### config.mk
export PLATFORM = sky130hd
export DESIGN_NAME = lsf_scan
export DESIGN_NICKNAME = d
export VERILOG_FILES = /design/src/hw/rtl/lsf_pkg.sv /design/src/hw/rtl/lsf_scan.sv
export SDC_FILE = /design/constraint.sdc
export NUM_CORES = 1
export LEC_CHECK = 0
export BUFFER_PORTS_ARGS = -buffer_cell sky130_fd_sc_hd__buf_4
export CORE_UTILIZATION = 49
export DETAILED_ROUTE_END_ITERATION = 10
export PLACE_DENSITY = 0.83
export RECOVER_POWER = 100
export SETUP_SLACK_MARGIN = 0.15
export SYNTH_ARGS = -nofsm -noshare
export SYNTH_HDL_FRONTEND = slang
export SYNTH_SLANG_ARGS = --single-unit
### constraint.sdc
create_clock -name clk -period 5.9 [get_ports clk]
set_input_delay 0.295 -clock clk [delete_from_list [all_inputs] [get_ports clk]]
set_output_delay 0.295 -clock clk [all_outputs]
set_load 0.05 [all_outputs]
### src/hw/rtl/lsf_pkg.sv
// lsf_pkg: shared constants, state encoding and control structs for the
// learning switch forwarding block. No dependencies.

package lsf_pkg;

    localparam int NUM_PORTS_DEF     = 4;
    localparam int TABLE_ENTRIES_DEF = 64;

    localparam int MAC_W   = 48;
    localparam int ORDER_W = 32;
    localparam int CFG_W   = 3;

    localparam logic [CFG_W-1:0] CFG_PORTS_RESET = 3'd2;
    localparam logic [MAC_W-1:0] BCAST_MAC       = {MAC_W{1'b1}};

    // Sequencer states, one-hot
    typedef enum logic [3:0] {
        ST_IDLE  = 4'b0001,
        ST_SCAN  = 4'b0010,
        ST_DRAIN = 4'b0100,
        ST_WRITE = 4'b1000
    } state_t;

    // Sequencer to scan unit
    typedef struct packed {
        logic clear;
        logic vld;
    } scan_ctl_t;

    // Scan unit match flags back to the sequencer
    typedef struct packed {
        logic src_hit;
        logic dst_hit;
    } scan_flags_t;

endpackage

### src/hw/rtl/lsf_scan.sv
// lsf_scan: per-entry compare unit used once per swept entry; matches source
// and destination MACs and tracks the oldest entry. Depends on lsf_pkg.

module lsf_scan #(
    parameter int IDX_W  = 6,
    parameter int PORT_W = 2
) (
    input  logic                         clk,
    input  logic                         rst_n,
    input  lsf_pkg::scan_ctl_t           ctl,
    input  logic [IDX_W-1:0]             idx,
    input  logic [lsf_pkg::MAC_W-1:0]    ent_mac,
    input  logic [PORT_W-1:0]            ent_port,
    input  logic [lsf_pkg::ORDER_W-1:0]  ent_order,
    input  logic [lsf_pkg::MAC_W-1:0]    src_mac,
    input  logic [lsf_pkg::MAC_W-1:0]    dst_mac,
    input  logic [lsf_pkg::ORDER_W-1:0]  seq,
    output lsf_pkg::scan_flags_t         flags,
    output logic [IDX_W-1:0]             src_idx,
    output logic [IDX_W-1:0]             dst_idx,
    output logic [PORT_W-1:0]            dst_port,
    output logic [IDX_W-1:0]             old_idx
);
    import lsf_pkg::*;

    scan_flags_t        flags_reg;
    logic               have_old_reg;
    logic [IDX_W-1:0]   src_idx_reg;
    logic [IDX_W-1:0]   dst_idx_reg;
    logic [PORT_W-1:0]  dst_port_reg;
    logic [IDX_W-1:0]   old_idx_reg;
    logic [ORDER_W-1:0] old_age_reg;

    logic [ORDER_W-1:0] age;
    logic               src_eq;
    logic               dst_eq;
    logic               older;

    // age wraps modulo 2^32, so the ordering survives counter wrap
    assign age    = seq - ent_order;
    assign src_eq = (ent_mac == src_mac);
    assign dst_eq = (ent_mac == dst_mac);
    assign older  = !have_old_reg || (age > old_age_reg);

    always_ff @(posedge clk or negedge rst_n)
    begin
        if (!rst_n)
        begin
            flags_reg    <= '0;
            have_old_reg <= 1'b0;
        end
        else if (ctl.clear)
        begin
            flags_reg    <= '0;
            have_old_reg <= 1'b0;
        end
        else if (ctl.vld)
        begin
            if (src_eq)
            begin
                flags_reg.src_hit <= 1'b1;
            end
            if (dst_eq)
            begin
                flags_reg.dst_hit <= 1'b1;
            end
            have_old_reg <= 1'b1;
        end
    end

    always_ff @(posedge clk)
    begin
        if (ctl.vld && !ctl.clear)
        begin
            if (src_eq)
            begin
                src_idx_reg <= idx;
            end
            if (dst_eq)
            begin
                dst_idx_reg  <= idx;
                dst_port_reg <= ent_port;
            end
            // strict compare: ties keep the lower index
            if (older)
            begin
                old_idx_reg <= idx;
                old_age_reg <= age;
            end
        end
    end

    assign flags    = flags_reg;
    assign src_idx  = src_idx_reg;
    assign dst_idx  = dst_idx_reg;
    assign dst_port = dst_port_reg;
    assign old_idx  = old_idx_reg;

endmodule

==> flow_summary.ini <==
[synth]
netlist-cell-type-count = 59
seq_area_frac_synth = 0.303
async_flop_share = 0.0545
syn_area_um2 = 5390
ys_ff_latch = 55
yosysWarnings = 0
synth_enable_flop_cells = 52
synthFlopType = edfxtp_1
synth_nets = 857
syn_inst = 573
synth_area_per_cell_um2 = 9.41

[clocking]
cts_buffers = 5
insertion_delay_ns = 0.32
cts_tree = yes
cts_num_sinks = 55
path_clk_slew_ns = 0.11
cts_root_buf = clkbuf_8
clock_path_buffers = 2
htree_levels = 2

[grt]
grt_pass1_vias = 5116
grt_antenna_before_repair = 0
grt_pass1_wl_um = 24800
grt_max_degree = 22
overflow = 0
track_usage = 0.278

[sta]
hold_viol = 0
worstMarginPinSlew_ns = 0.673
setup_viol_count_final = 0
slew_headroom = 0.547
min_period_ns = 4.97
whs_ns = 0.142
clock.fmax_ghz = 0.201
rsz0062_at_grt = no
setup_tns_ns = 0
finalCritPeriodShare = 0.842
finalClockSkew_ns = 0.00979
report.final.slew_viol_count = 0

[flow_run]
max_cap_violations = 0

[worst_setup_path]
start_kind = input port
critPathKind = in2reg
endpoint_kind = flip-flop
path_cells = clkbuf_4 -> inv_1 -> ha_1 -> nand3_1 -> nor2_1 -> a21boi_0 -> o21ai_0 -> or4_1 -> a31oi_1 -> xnor2_1 -> ha_1 -> nand4_1 -> or3_1 -> nor2_1 -> a21oi_1 -> a211oi_4 -> clkbuf_2
required_ns = 5.86
arrival_ns = 4.93
crit_slowest_cell = a21boi_0
path_buf_inv = 3
crit_family = compound AO/OA/AOI/OAI gates
cpPeakStageDelay_ns = 0.57
path_max_fanout = 21

[routing]
dr.pass1.iters = 5
drc = 0
dr_wl_met3_um = 1060
dr.max_layer_used = met4
num_vias = 5080
vias_per_cell = 5.34
ant_nets = 0
met2_length_um = 7700
drt-total-wl_um = 16200
drtIter0Drc = 334
wire_per_inst_um = 17.0
wl_met1_um = 7050

[power_and_ir_drop]
p_leak_nw = 3.49
ir_worst_vdd_uv = 112
p_per_area_nw_per_um2 = 176

[finish]
nets = 1099
design_area_um2 = 7310
antennaDiodeCount = 0
largest_register_ffs = 32
area_growth_pct = 35.5
drive_gt1_frac = 0.284
final_util = 0.695

[die]
die_y_um = 107
io_pins = 242
die_area_um2 = 11400
rows = 37
coreArea_um2 = 10500
die_w_um = 107
initial_core_util = 0.513

[placement]
io_buffers = 241
hpwl_um = 14100
gp_congestion = 0.907
place_area_um2 = 7350

[worst_hold_path]
hp-class = in2reg

[status]
status = complete, no violations
[per-stage QoR]
step | power, mW | setup WS [ns] | cells
6_report | 1.28 | 0.933 | 952
5_1_grt | 1.36 | 0.675 | 952
4_1_cts | 1.29 | 1.42 | 952
3_5_place_dp | 1.07 | 1.12 | 943
3_3_place_gp | 1.05 | 1.32 | 943
2_1_floorplan | 0.837 | 0.676 | 573
[layer usage]
layer / GRT usage / vias to the layer above
met5: 0 / -
met4: 0.0753 / 0
met3: 0.0432 / 29
met2: 0.463 / 215
met1: 0.374 / 2309
li1: - / 2527
[cell type report]
| class | count | area, um2 |
|---|---|---|
| multi-input cells | 437 | 3410 |
| fillers | 871 | 3200 |
| repair buffers | 245 | 1720 |
| flip-flops and latches | 55 | 1640 |
| inverters | 71 | 267 |
| well taps | 136 | 170 |
| clock buffers | 5 | 68.8 |
| clock inverters | 3 | 28.8 |
[placed cells by master (no fill, tap or decap), types with 3 or more instances in the layout]
| cell | count |
|---|---|
| a21oi_1 | 40 |
| clkbuf_8 | 5 |
| nand3_1 | 8 |
| ha_1 | 63 |
| or4_1 | 3 |
| a31oi_1 | 3 |
| nor4_1 | 12 |
| buf_4 | 206 |
| inv_1 | 71 |
| o21a_1 | 5 |
| dfrtp_1 | 3 |
| o21bai_1 | 7 |
| a21o_1 | 29 |
| edfxtp_1 | 52 |
| xor2_1 | 57 |
| nand2_1 | 18 |
| nor2b_1 | 3 |
| nor2_1 | 19 |
| clkbuf_4 | 6 |
| o221ai_1 | 3 |
| nor3_1 | 10 |
| clkbuf_1 | 31 |
| xnor2_1 | 70 |
| nand4_1 | 27 |
| o21ai_0 | 23 |
| nand2b_1 | 3 |
[cell families (layout without fill, tap and decap cells)]
kind of cell    count (synthesis)  after routing  share of synthesized area
fa+ha+maj                      64             64                      0.150
buf+inv                        81            324                     0.0599
compound gates                131            131                      0.165
flops                          55             55                      0.303
xor+xnor                      127            127                      0.206
simple gates                  115            115                      0.116
[timing repair]
item	4_1_cts	5_1_grt
setup buffers	0	0
resized for setup	0	0
endpoints found under the hold margin	3	0
hold buffers	1	0
[cells in the mapped netlist (2+ instances only)]
cell	count	area (um2)
dfrtp_1	3	75.1
xor2_1	57	499
nand4_1	27	169
or4_1	3	22.5
nor3_1	10	50.1
nor4_1	12	75.1
ha_1	63	788
nor2b_1	3	18.8
and4_1	2	17.5
a21o_1	29	218
buf_4	2	15.0
nand2b_1	3	18.8
nor2_1	19	71.3
o21ai_1	3	15.0
a31oi_1	2	12.5
clkbuf_1	4	15.0
a21o_2	2	17.5
o2111ai_1	2	17.5
nand3_1	8	40.0
inv_1	71	267
xnor2_1	70	613
buf_2	3	15.0
o21ai_0	19	95.1
a21oi_1	39	195
o21bai_1	7	52.6
nand2_1	18	67.6
edfxtp_1	52	1560
and3_1	2	12.5
o221ai_1	3	26.3
o21a_1	5	37.5
a211oi_1	2	15.0
[path summary, 6_finish.rpt]
path                           startpoint         endpoint  slack, ns  cells past startpoint
setup / recovery            ent_order[10]  old_age_reg[14]       0.93                     17
hold / removal                     ctl[1]     have_old_reg       0.14                      2
setup reg to reg           old_age_reg[7]  old_age_reg[14]       3.03                      9
hold reg to reg                  flags[0]         flags[0]       0.50                      1
max in group asynchronous           rst_n         flags[1]       5.42                      2
min in group asynchronous           rst_n         flags[0]       0.31                      2
[power breakdown]
part | leakage (nW) | total (mW) | switching (mW) | internal, mW
combinational | 2.92 | 0.591 | 0.301 | 0.290
clock | 0.0502 | 0.220 | 0.131 | 0.0882
sequential | 0.520 | 0.472 | 0.00633 | 0.466
total | 3.49 | 1.28 | 0.438 | 0.844
No activity file was read; power rests on OpenSTA's default activity.
